===== config.mk =====
export PLATFORM = sky130hd
export DESIGN_NAME = two_priority_deferred_call_queue_flat
export DESIGN_NICKNAME = d
export VERILOG_FILES = /design/src/dpq_pkg.sv /design/src/dpq_if.sv /design/src/two_priority_deferred_call_queue.sv /design/src/flat_wrapper.sv
export SDC_FILE = /design/constraint.sdc
export NUM_CORES = 1
export LEC_CHECK = 0
export ABC_CLOCK_PERIOD_IN_PS = 14600
export BUFFER_PORTS_ARGS = -buffer_cell sky130_fd_sc_hd__buf_2
export CAP_MARGIN = 20
export CORE_MARGIN = 4
export CORE_UTILIZATION = 55
export DETAILED_ROUTE_END_ITERATION = 6
export PLACE_DENSITY = 0.72
export SYNTH_ARGS = -nofsm -noshare
export SYNTH_HDL_FRONTEND = slang
export SYNTH_SLANG_ARGS = --single-unit

===== constraint.sdc =====
create_clock -name clk -period 14.6 [get_ports clk]
set_input_delay 0.73 -clock clk [delete_from_list [all_inputs] [get_ports clk]]
set_output_delay 0.73 -clock clk [all_outputs]
set_load 0.1 [all_outputs]

===== src/dpq_pkg.sv =====
// shared types, codes and default sizes for the deferred-call queue
package dpq_pkg;

  typedef logic [1:0] op_t;
  typedef logic [1:0] status_t;

  localparam op_t OP_PUSH_NORMAL = 2'd0;
  localparam op_t OP_PUSH_HIGH   = 2'd1;
  localparam op_t OP_POP         = 2'd2;

  localparam status_t ST_PUSHED = 2'd0;
  localparam status_t ST_FULL   = 2'd1;
  localparam status_t ST_POPPED = 2'd2;
  localparam status_t ST_EMPTY  = 2'd3;

  localparam int unsigned DEF_NORMAL_DEPTH = 16;
  localparam int unsigned DEF_HIGH_DEPTH   = 4;
  localparam bit          DEF_HIGH_ENABLE  = 1'b1;

endpackage


===== src/dpq_if.sv =====
// request and result channel interfaces of the deferred-call queue
interface dpq_in_if import dpq_pkg::*; ();
  logic        valid;
  logic        ready;
  op_t         op;
  logic [31:0] handler_addr;
  logic [31:0] call_param;

  modport source (output valid, output op, output handler_addr, output call_param,
                  input ready);
  modport sink (input valid, input op, input handler_addr, input call_param,
                output ready);
endinterface

interface dpq_out_if import dpq_pkg::*; ();
  logic        valid;
  logic        ready;
  status_t     status;
  logic [31:0] out_handler;
  logic [31:0] out_param;
  logic        from_high;

  modport source (output valid, output status, output out_handler, output out_param,
                  output from_high, input ready);
  modport sink (input valid, input status, input out_handler, input out_param,
                input from_high, output ready);
endinterface


===== src/two_priority_deferred_call_queue.sv =====
// strict-priority queue of deferred-call entries with normal and high fifos
//
// in_word carries one request word: op 0 pushes into the normal fifo, op 1
// into the high-priority fifo, op 2 or 3 pops one entry. every request gives
// exactly one result word on out_word with a status, and for a pop the
// handler address, parameter word and the fifo it came from.
// a request is taken at the clock edge where valid and ready are high. the
// result appears in the next cycle from the output register, and one request
// can be taken every cycle as long as the receiver keeps taking results.
// the rate is set by the single output register: a new request is taken
// when it is empty or being emptied in the same cycle, so when out_word
// stalls, in_word.ready drops until the waiting result is taken.
// each fifo is a memory with one write and one registered read port; the
// read data register doubles as the result register for popped entries.
// synchronous reset on rst_n clears indices, counts and the output valid;
// the stores are not cleared and are only read at slots already pushed.
// with HIGH_ENABLE 0 a high-priority push reports full and pops serve only
// the normal fifo.
module two_priority_deferred_call_queue import dpq_pkg::*; #(
  parameter int unsigned NORMAL_DEPTH = DEF_NORMAL_DEPTH,
  parameter int unsigned HIGH_DEPTH   = DEF_HIGH_DEPTH,
  parameter bit          HIGH_ENABLE  = DEF_HIGH_ENABLE
) (
  input  logic     clk,
  input  logic     rst_n,
  dpq_in_if.sink   in_word,
  dpq_out_if.source out_word
);

  localparam int unsigned N_IDX_W = (NORMAL_DEPTH > 1) ? $clog2(NORMAL_DEPTH) : 1;
  localparam int unsigned H_IDX_W = (HIGH_DEPTH > 1) ? $clog2(HIGH_DEPTH) : 1;
  localparam int unsigned N_CNT_W = $clog2(NORMAL_DEPTH + 1);
  localparam int unsigned H_CNT_W = $clog2(HIGH_DEPTH + 1);

  typedef struct packed {
    logic [31:0] handler;
    logic [31:0] param;
  } entry_t;

  entry_t nrm_mem [NORMAL_DEPTH];
  entry_t hi_mem  [HIGH_DEPTH];

  logic [N_IDX_W-1:0] nrm_wr_r, nrm_wr_nxt, nrm_rd_r, nrm_rd_nxt;
  logic [N_CNT_W-1:0] nrm_cnt_r, nrm_cnt_nxt;
  logic [H_IDX_W-1:0] hi_wr_r, hi_wr_nxt, hi_rd_r, hi_rd_nxt;
  logic [H_CNT_W-1:0] hi_cnt_r, hi_cnt_nxt;

  entry_t  nrm_q_r, hi_q_r;
  logic    out_valid_r, out_valid_nxt;
  status_t status_r, status_nxt;
  logic    popped_r, from_high_r;

  logic   accept;
  logic   push_n, push_h, pop_n, pop_h, is_pop;
  entry_t wr_entry;

  assign accept   = in_word.valid && in_word.ready;
  assign wr_entry = '{handler: in_word.handler_addr, param: in_word.call_param};

  always_comb begin
    push_n = 1'b0;
    push_h = 1'b0;
    is_pop = 1'b0;
    unique case (in_word.op)
      OP_PUSH_NORMAL: push_n = nrm_cnt_r != N_CNT_W'(NORMAL_DEPTH);
      OP_PUSH_HIGH:   push_h = HIGH_ENABLE && (hi_cnt_r != H_CNT_W'(HIGH_DEPTH));
      default:        is_pop = 1'b1;
    endcase
    pop_h = is_pop && HIGH_ENABLE && (hi_cnt_r != '0);
    pop_n = is_pop && !pop_h && (nrm_cnt_r != '0);

    priority if (push_n || push_h) begin
      status_nxt = ST_PUSHED;
    end else if (pop_n || pop_h) begin
      status_nxt = ST_POPPED;
    end else if (is_pop) begin
      status_nxt = ST_EMPTY;
    end else begin
      status_nxt = ST_FULL;
    end

    nrm_wr_nxt  = nrm_wr_r;
    nrm_rd_nxt  = nrm_rd_r;
    nrm_cnt_nxt = nrm_cnt_r;
    hi_wr_nxt   = hi_wr_r;
    hi_rd_nxt   = hi_rd_r;
    hi_cnt_nxt  = hi_cnt_r;
    if (accept) begin
      if (push_n) begin
        nrm_wr_nxt  = (nrm_wr_r == N_IDX_W'(NORMAL_DEPTH - 1)) ? '0 : nrm_wr_r + 1'b1;
        nrm_cnt_nxt = nrm_cnt_r + 1'b1;
      end
      if (pop_n) begin
        nrm_rd_nxt  = (nrm_rd_r == N_IDX_W'(NORMAL_DEPTH - 1)) ? '0 : nrm_rd_r + 1'b1;
        nrm_cnt_nxt = nrm_cnt_r - 1'b1;
      end
      if (push_h) begin
        hi_wr_nxt  = (hi_wr_r == H_IDX_W'(HIGH_DEPTH - 1)) ? '0 : hi_wr_r + 1'b1;
        hi_cnt_nxt = hi_cnt_r + 1'b1;
      end
      if (pop_h) begin
        hi_rd_nxt  = (hi_rd_r == H_IDX_W'(HIGH_DEPTH - 1)) ? '0 : hi_rd_r + 1'b1;
        hi_cnt_nxt = hi_cnt_r - 1'b1;
      end
    end

    out_valid_nxt = accept || (out_valid_r && !out_word.ready);
  end

  always_ff @(posedge clk) begin
    if (!rst_n) begin
      nrm_wr_r    <= '0;
      nrm_rd_r    <= '0;
      nrm_cnt_r   <= '0;
      hi_wr_r     <= '0;
      hi_rd_r     <= '0;
      hi_cnt_r    <= '0;
      out_valid_r <= 1'b0;
    end else begin
      nrm_wr_r    <= nrm_wr_nxt;
      nrm_rd_r    <= nrm_rd_nxt;
      nrm_cnt_r   <= nrm_cnt_nxt;
      hi_wr_r     <= hi_wr_nxt;
      hi_rd_r     <= hi_rd_nxt;
      hi_cnt_r    <= hi_cnt_nxt;
      out_valid_r <= out_valid_nxt;
    end
  end

  // fifo memories, read data registered
  always_ff @(posedge clk) begin
    if (accept && push_n) begin
      nrm_mem[nrm_wr_r] <= wr_entry;
    end
    if (accept && pop_n) begin
      nrm_q_r <= nrm_mem[nrm_rd_r];
    end
  end

  always_ff @(posedge clk) begin
    if (accept && push_h) begin
      hi_mem[hi_wr_r] <= wr_entry;
    end
    if (accept && pop_h) begin
      hi_q_r <= hi_mem[hi_rd_r];
    end
  end

  always_ff @(posedge clk) begin
    if (accept) begin
      status_r    <= status_nxt;
      popped_r    <= pop_n || pop_h;
      from_high_r <= pop_h;
    end
  end

  assign in_word.ready        = !out_valid_r || out_word.ready;
  assign out_word.valid       = out_valid_r;
  assign out_word.status      = status_r;
  assign out_word.from_high   = popped_r && from_high_r;
  assign out_word.out_handler = !popped_r ? 32'd0
                              : (from_high_r ? hi_q_r.handler : nrm_q_r.handler);
  assign out_word.out_param   = !popped_r ? 32'd0
                              : (from_high_r ? hi_q_r.param : nrm_q_r.param);

endmodule

===== src/flat_wrapper.sv =====
// flat-port wrapper written by rule: the top's interface ports become plain ports
module two_priority_deferred_call_queue_flat import dpq_pkg::*;
#(
  parameter int unsigned NORMAL_DEPTH = DEF_NORMAL_DEPTH,
  parameter int unsigned HIGH_DEPTH   = DEF_HIGH_DEPTH,
  parameter bit          HIGH_ENABLE  = DEF_HIGH_ENABLE
)
  (clk, rst_n, in_word_valid, in_word_op, in_word_handler_addr, in_word_call_param, in_word_ready, out_word_valid, out_word_status, out_word_out_handler, out_word_out_param, out_word_from_high, out_word_ready);
  dpq_in_if in_word_i ();
  dpq_out_if out_word_i ();
  input  logic clk;
  input  logic rst_n;
  input wire logic [$bits(in_word_i.valid)-1:0] in_word_valid;
  input wire logic [$bits(in_word_i.op)-1:0] in_word_op;
  input wire logic [$bits(in_word_i.handler_addr)-1:0] in_word_handler_addr;
  input wire logic [$bits(in_word_i.call_param)-1:0] in_word_call_param;
  output wire logic [$bits(in_word_i.ready)-1:0] in_word_ready;
  output wire logic [$bits(out_word_i.valid)-1:0] out_word_valid;
  output wire logic [$bits(out_word_i.status)-1:0] out_word_status;
  output wire logic [$bits(out_word_i.out_handler)-1:0] out_word_out_handler;
  output wire logic [$bits(out_word_i.out_param)-1:0] out_word_out_param;
  output wire logic [$bits(out_word_i.from_high)-1:0] out_word_from_high;
  input wire logic [$bits(out_word_i.ready)-1:0] out_word_ready;
  assign in_word_i.valid = in_word_valid;
  assign in_word_i.op = in_word_op;
  assign in_word_i.handler_addr = in_word_handler_addr;
  assign in_word_i.call_param = in_word_call_param;
  assign in_word_ready = in_word_i.ready;
  assign out_word_valid = out_word_i.valid;
  assign out_word_status = out_word_i.status;
  assign out_word_out_handler = out_word_i.out_handler;
  assign out_word_out_param = out_word_i.out_param;
  assign out_word_from_high = out_word_i.from_high;
  assign out_word_i.ready = out_word_ready;
  two_priority_deferred_call_queue #(.NORMAL_DEPTH(NORMAL_DEPTH), .HIGH_DEPTH(HIGH_DEPTH), .HIGH_ENABLE(HIGH_ENABLE)) u_core (.clk(clk), .rst_n(rst_n), .in_word(in_word_i), .out_word(out_word_i));
endmodule

## After elaboration in Yosys (flattened, before gate mapping)

Memory sizes are Yosys's and may differ from the RTL's. A register that Yosys moved wholly into a read port is not among the register bits.
Cells that the tools add are included.
W data, S select, Z words.

| storage, ports and cells | value |
|---|---|
| memories kept | 2 |
| bits in latches | 0 |
| logic and storage cells | 79 |
| output and inout bits | 69 |
| register bits | 25 |
| bits in read-only memories | 0 |
| RAM bits | 1280 |
| bits of input ports | 70 |

Memory list:

| name | depth | bits a word | rd ports | clocked after memory_dff | write ports | line | text |
|---|---|---|---|---|---|---|---|
| u_core.nrm_mem | 16 | 64 | 1 | 1 | 1 | two_priority_deferred_call_queue.sv:40 | `entry_t nrm_mem [NORMAL_DEPTH];` |
| u_core.hi_mem | 4 | 64 | 1 | 1 | 1 | two_priority_deferred_call_queue.sv:41 | `entry_t hi_mem [HIGH_DEPTH];` |

| operators by class | value |
|---|---|
| equal/unequal tests | 7 |
| reduce and logical (&&, ||, !) cells | 30 |
| multipliers | 0 |
| divide/modulo/power cells | 0 |
| bitwise operators | 0 |
| muxes and demuxes | 21 |
| shift-type cells | 0 |
| add/sub/neg operators | 8 |
| order comparisons | 0 |

Operators by type and width:

| cell | count |
|---|---|
| $mux W32 | 4 |
| $reduce_and A2 Y1 | 6 |
| $logic_and A1 B1 Y1 | 10 |
| $mux W5 | 2 |
| $add A4 B1 Y4 const B | 2 |
| $eq A4 B4 Y1 const B | 2 |
| $mux W2 | 4 |
| $mux W4 | 2 |
| $mux W1 | 7 |
| $mux W3 | 2 |
| $add A5 B1 Y5 const B | 1 |
| $ne A5 B5 Y1 const B | 1 |
| $reduce_bool A5 Y1 | 1 |
| $sub A5 B1 Y5 const B | 1 |
| $add A2 B1 Y2 const B | 2 |
| $eq A2 B2 Y1 const B | 2 |
| $logic_or A1 B1 Y1 | 4 |
| $reduce_bool A2 Y1 | 2 |
| $reduce_or A2 Y1 | 2 |
| $add A3 B1 Y3 const B | 1 |
| $logic_not A1 Y1 | 3 |
| $ne A3 B3 Y1 const B | 1 |
| $reduce_bool A3 Y1 | 1 |
| $sub A3 B1 Y3 const B | 1 |
| other kinds (2) | 2 |

## Depth between registers and ports, before layout

| logic depth | value |
|---|---|
| word-level depth | 9 |
| mapped depth | 9 |
| mapped depth without buffers | 9 |

## Worst setup path before layout

No wires, ideal clock.

| path | value |
|---|---|
| path type | flip-flop to flip-flop |
| start | register u_core.out_valid_r, in the netlist u_core.out_word.valid |
| end | memory u_core.nrm_mem[3][0] (netlist bit) (enable) |
| clock period less this slack | 8.852 ns |
| path buffers | 1 |
| arrival time | 8.208 ns |
| cell stages (with the launch flop) | 5 |
| setup time | 0.644 ns |
| data required time | 13.956 ns |
| slack | 5.748 ns |
| cell sequence | dfxtp_1 -> nand2b_1 -> o2111ai_1 -> buf_2 -> nor4_1 |

| on the way | value |
|---|---|
| word-level cells in the longest chain between the ends | 6 |

Ends and longest elaborated chain:

| element | line | text |
|---|---|---|
| start, declared | two_priority_deferred_call_queue.sv:49 | `logic out_valid_r, out_valid_nxt;` |
| start signal, assigned | two_priority_deferred_call_queue.sv:126 | `out_valid_r <= out_valid_nxt;` |
| $logic_not A1 Y1 | two_priority_deferred_call_queue.sv:157 | `assign in_word.ready = !out_valid_r \|\| out_word.ready;` |
| $logic_or A1 B1 Y1 | two_priority_deferred_call_queue.sv:157 |  |
| via in_word_ready | flat_wrapper.sv:17 | `output wire logic [$bits(in_word_i.ready)-1:0] in_word_ready;` |
| $logic_and A1 B1 Y1 | two_priority_deferred_call_queue.sv:57 | `assign accept = in_word.valid && in_word.ready;` |
| $logic_and A1 B1 Y1 | two_priority_deferred_call_queue.sv:132 | `if (accept && push_n) begin` |
| $mux W1 | two_priority_deferred_call_queue.sv:132 |  |
| $mux W1 (not written as such) | two_priority_deferred_call_queue.sv:133 | `nrm_mem[nrm_wr_r] <= wr_entry;` |
| end, declared | two_priority_deferred_call_queue.sv:40 |  |

The timed path passes the listed nets, and every way through them passes these cells.

==> results.env <==
OUTCOME='complete, no violations'
COUNT_OF_SYNTHESIS_STAGE_WARNINGS_FROM_YOSYS=0
DRT_ITER0_MARKERS=2716
VIA_PER_INSTANCE_RATIO=6.21
SYNTHESIS.AREA_SQ_MM=0.0544
CTS_RESIZED=0
SYNTHDOMINANTCELLAREASHARE_PCT=77.9
OVERFLOW=0
WL_PER_CELL_MICRONS=28.6
POST-SYNTH-TOP-AREA-CELL='sky130_fd_sc_hd__edfxtp_1'
POSTSYNTHNETCOUNT=2496
FINALNETCOUNT=2692
POST-CTS-SETUP-BUFFERS=0
ENDPOINT_KIND='flip-flop'
PERIOD_NEEDED_NS=4.06
YOSYS-TOP-CELLS-AREA='sky130_fd_sc_hd__edfxtp_1 (78%), sky130_fd_sc_hd__mux4_2 (13%), sky130_fd_sc_hd__mux2i_1 (2.5%)'
GRT_PASS1_WL_MICRONS=172000
DR.PASS1.ITERS=5
WORST_IR_DROP_VDD_V=0.000100
YS_TYPES=43
GRT_SETUP_UNREPAIRED='false'
FINAL_CORE_UTILIZATION_PCT=62.3
YS_SEQ_ELEMENTS=1433
RELSLEWSLACK_PCT=27.3
NUM_ROWS=115
CRIT_PATH_FREQUENT_CELL='sky130_fd_sc_hd__buf_4'
PIN_COUNT=139
DIE-WIDTH_MICRONS=323
CTS_HOLD_BUF=0
DIEAREA_SQ_MM=0.104
ROUTED_ANTENNA_NETS=0
DRIVE_GT1_SHARE_PCT=27.1
SYNTH_AREA_PER_INST_SQ_UM=22.6
CTS-HTREE-LEVELS=4
GRT_ANTENNA_BEFORE_REPAIR=5
WORSTSETUPSTARTPOINTTYPE='flip-flop'
FINCLKSKEW_NS=0.0262
TIMING.CRITICAL_PATH.MAX_DELAY_FAMILY='buffers and inverters'
TOTAL_ROUTING_USAGE_REPORTED_BY_GLOBAL_ROUTING_PCT=22.6
CTS_BUFFER_COUNT=141
NUMPORTBUFFERS=138
NUMCLOCKSINKS=1433
TIMING.HOLD.WORST.CLASS='in2reg'
SYNTH_COMMONEST_CELLS='sky130_fd_sc_hd__edfxtp_1 (1,412), sky130_fd_sc_hd__mux4_2 (320), sky130_fd_sc_hd__mux2i_1 (136)'
GP_CONGESTION=0.752
CRIT_PATH_MAX_INCR_DELAY_NS=0.89
MAX_CAP_VIOLATIONS=0
SYNTHMOSTINSTANTIATEDCELL='sky130_fd_sc_hd__edfxtp_1'
PLACED_CELL_AREA_SQ_MM=0.0567
INITIAL_CORE_UTIL_PCT=55.4
DESIGN.CORE.AREA_SQ_MM=0.0983
WORSTPATHMAXFANOUT=50
SYNTH_EDF_COUNT=1412
ROUTE.VIAS.TOTAL=24900
TIMING_MAX_TRANSITION_VIOLATIONS_FINAL=0
CP_DATA_ARRIVAL_TIME_NS=4.51
SYNTH_SEQUENTIAL_AREA_RATIO_PCT=78.6
YS_DOMINANT_REG_CELL='sky130_fd_sc_hd__edfxtp_1'
CRITPATHSLOWESTCELL='sky130_fd_sc_hd__buf_4'
FINAL_CELL_AREA_SQ_MM=0.0612
DIE_HEIGHT_MICRONS=323
PATH_CELLS='buf_4 -> buf_4 -> mux4_2 -> nor2b_1 -> a211oi_1 -> a21oi_1'
MAX_SLEW.WORST_PIN.SLEW_NS=1.09
TIMING_HOLD_VIOLATIONS_FINAL=0
GRT_START_MAX_NET_PINS=95
WL_MICRONS=115000
SETUP_VIOL=0
CTS.REPORTEDPATHS.CLKPINSLEW_NS=0.06
CRIT_TYPE='reg2reg'
WORST-ENDPOINT-REQUIRED_NS=15.04
CELLS_AFTER_SYNTHESIS=2413
STATIC-LEAKAGE-POWER_nW=18.9
ROUTE.DETAILED.DRC=0
FINAL.SETUP.TNS_NS=0
TIMING.CRITICAL_PATH.BUF_INV=2
MIN_PERIOD_OVER_PERIOD_PCT=27.8
INSERTION_DELAY_OF_THE_LATER_CLOCKED_PIN_IN_THE_WORST_SKEW_PAIR_NS=0.74
MAXCLOCKFREQUENCY_GHz=0.246
POWERDENSITY_mW_PER_MM2=140
SYNTH-ASYNC-RESET-RATIO_PCT=0
CTSLONGESTPATHBUFFERS=3
FIRST_GLOBAL_VIAS=26500
DP.FINAL_HPWL_MICRONS=58300
TRITONCTS='yes'
CTS_ROOT_BUF='sky130_fd_sc_hd__clkbuf_16'
SYN_TO_FINAL_GROWTH_PCT=12.4
## area by class of cell
cell class                      count  area [sq um]
Antenna cell                        3          7.51
Multi-Input combinational cell    839         11100
Clock buffer                      177          3760
Timing Repair Buffer              180          1060
Clock inverter                     79           768
Sequential cell                  1433         42800
Fill cell                        6443         37100
Tap cell                         1287          1610
Inverter                           14          52.6
## path summary, 6_finish.rpt
kind,start,endpoint,slack (ns),cells past startpoint
setup / recovery,u_core.nrm_rd_r[0]$_SDFFE_PN0P_,u_core.nrm_q_r[42]$_DFFE_PP_,10.54,6
setup reg to reg,u_core.nrm_rd_r[0]$_SDFFE_PN0P_,u_core.nrm_q_r[42]$_DFFE_PP_,10.54,6
hold / removal,in_word_valid,u_core.out_word.valid$_SDFF_PN0_,0.26,3
hold reg to reg,u_core.nrm_cnt_r[2]$_SDFFE_PN0P_,u_core.nrm_cnt_r[2]$_SDFFE_PN0P_,0.54,2
## per-stage QoR
stage / std cells / worst slack (ns) / total power, W / hold WS, ns
4_1_cts: 4008 / 10.37 / 0.00865 / 0.212
5_1_grt: 4010 / 10.02 / 0.00886 / 0.259
6_report: 4012 / 10.54 / 0.00858 / 0.263
2_1_floorplan: 2413 / 5.75 / 0.00500 / 0.489
3_5_place_dp: 3752 / 10.36 / 0.00514 / 0.529
3_3_place_gp: 3750 / 10.49 / 0.00513 / 0.511
## layer usage
layer  routed length (microns)  global-route usage [%]  vias to the layer above
met5                        14                       0                        -
met4                      3030                    7.22                        2
met3                      7780                    3.55                      194
met2                     58600                    38.0                     1027
met1                     45300                    31.0                    13200
li1                          -                       -                    10500
## cells by family after synthesis
logic type                 after synthesis  synth area share (%)
DFF                                   1433                  78.6
muxes                                  457                  15.8
and+or+nand+nor                        202                  2.21
AOI/OAI and AO/OA                      160                  1.88
buffers and inverters                  141                  1.08
adders and majority gates               13                 0.313
xor gates and xnor gates                 7                 0.113
## placed cells by master, fill, tap and decap left out, drive strengths merged, types with 2 or more instances in the layout
cell type | synthesis | routed
a211oi | 65 | 65
a21oi | 75 | 75
a311oi | 3 | 3
a31oi | 2 | 2
and2 | 19 | 19
buf | 55 | 180
bufinv | 0 | 11
clkbuf | 72 | 177
clkinv | 1 | 57
clkinvlp | 0 | 5
dfxtp | 21 | 21
diode | 0 | 3
edfxtp | 1412 | 1412
ha | 12 | 12
inv | 13 | 20
mux2i | 136 | 136
mux4 | 320 | 320
nand2 | 12 | 12
nand2b | 2 | 2
nand3 | 2 | 2
nor2 | 22 | 22
nor2b | 128 | 128
nor3 | 5 | 5
nor3b | 2 | 2
nor4 | 3 | 3
o21ai | 9 | 9
or3 | 2 | 2
xnor2 | 6 | 6
## flip-flops by register name, indices dropped and copies added, names as in the netlist
| signal | flops |
|---|---|
| u_core.from_high_r | 1 |
| u_core.hi_cnt_r | 3 |
| u_core.hi_mem | 256 |
| u_core.hi_q_r | 64 |
| u_core.hi_rd_r | 2 |
| u_core.hi_wr_r | 2 |
| u_core.nrm_cnt_r | 5 |
| u_core.nrm_mem | 1024 |
| u_core.nrm_q_r | 64 |
| u_core.nrm_rd_r | 4 |
| u_core.nrm_wr_r | 4 |
| u_core.out_word.status | 2 |
| u_core.out_word.valid | 1 |
| u_core.popped_r | 1 |
## power by group
group          leakage, nW  switching [W]  internal [W]  total [W]
registers             12.9      0.0000211       0.00456    0.00458
logic                 3.76       0.000330      0.000139   0.000470
clock network         2.21        0.00150       0.00203    0.00354
## worst reg2reg max path, cell delays in order, from the launching register on
cell and delay, ns:
sky130_fd_sc_hd__dfxtp_4 0.86, sky130_fd_sc_hd__buf_4 0.83, sky130_fd_sc_hd__buf_4 0.93, sky130_fd_sc_hd__mux4_2 0.64, sky130_fd_sc_hd__nor2b_1 0.15, sky130_fd_sc_hd__a211oi_1 0.30
sky130_fd_sc_hd__a21oi_1 0.08
Note: power is estimated with default switching activity, not from simulation.
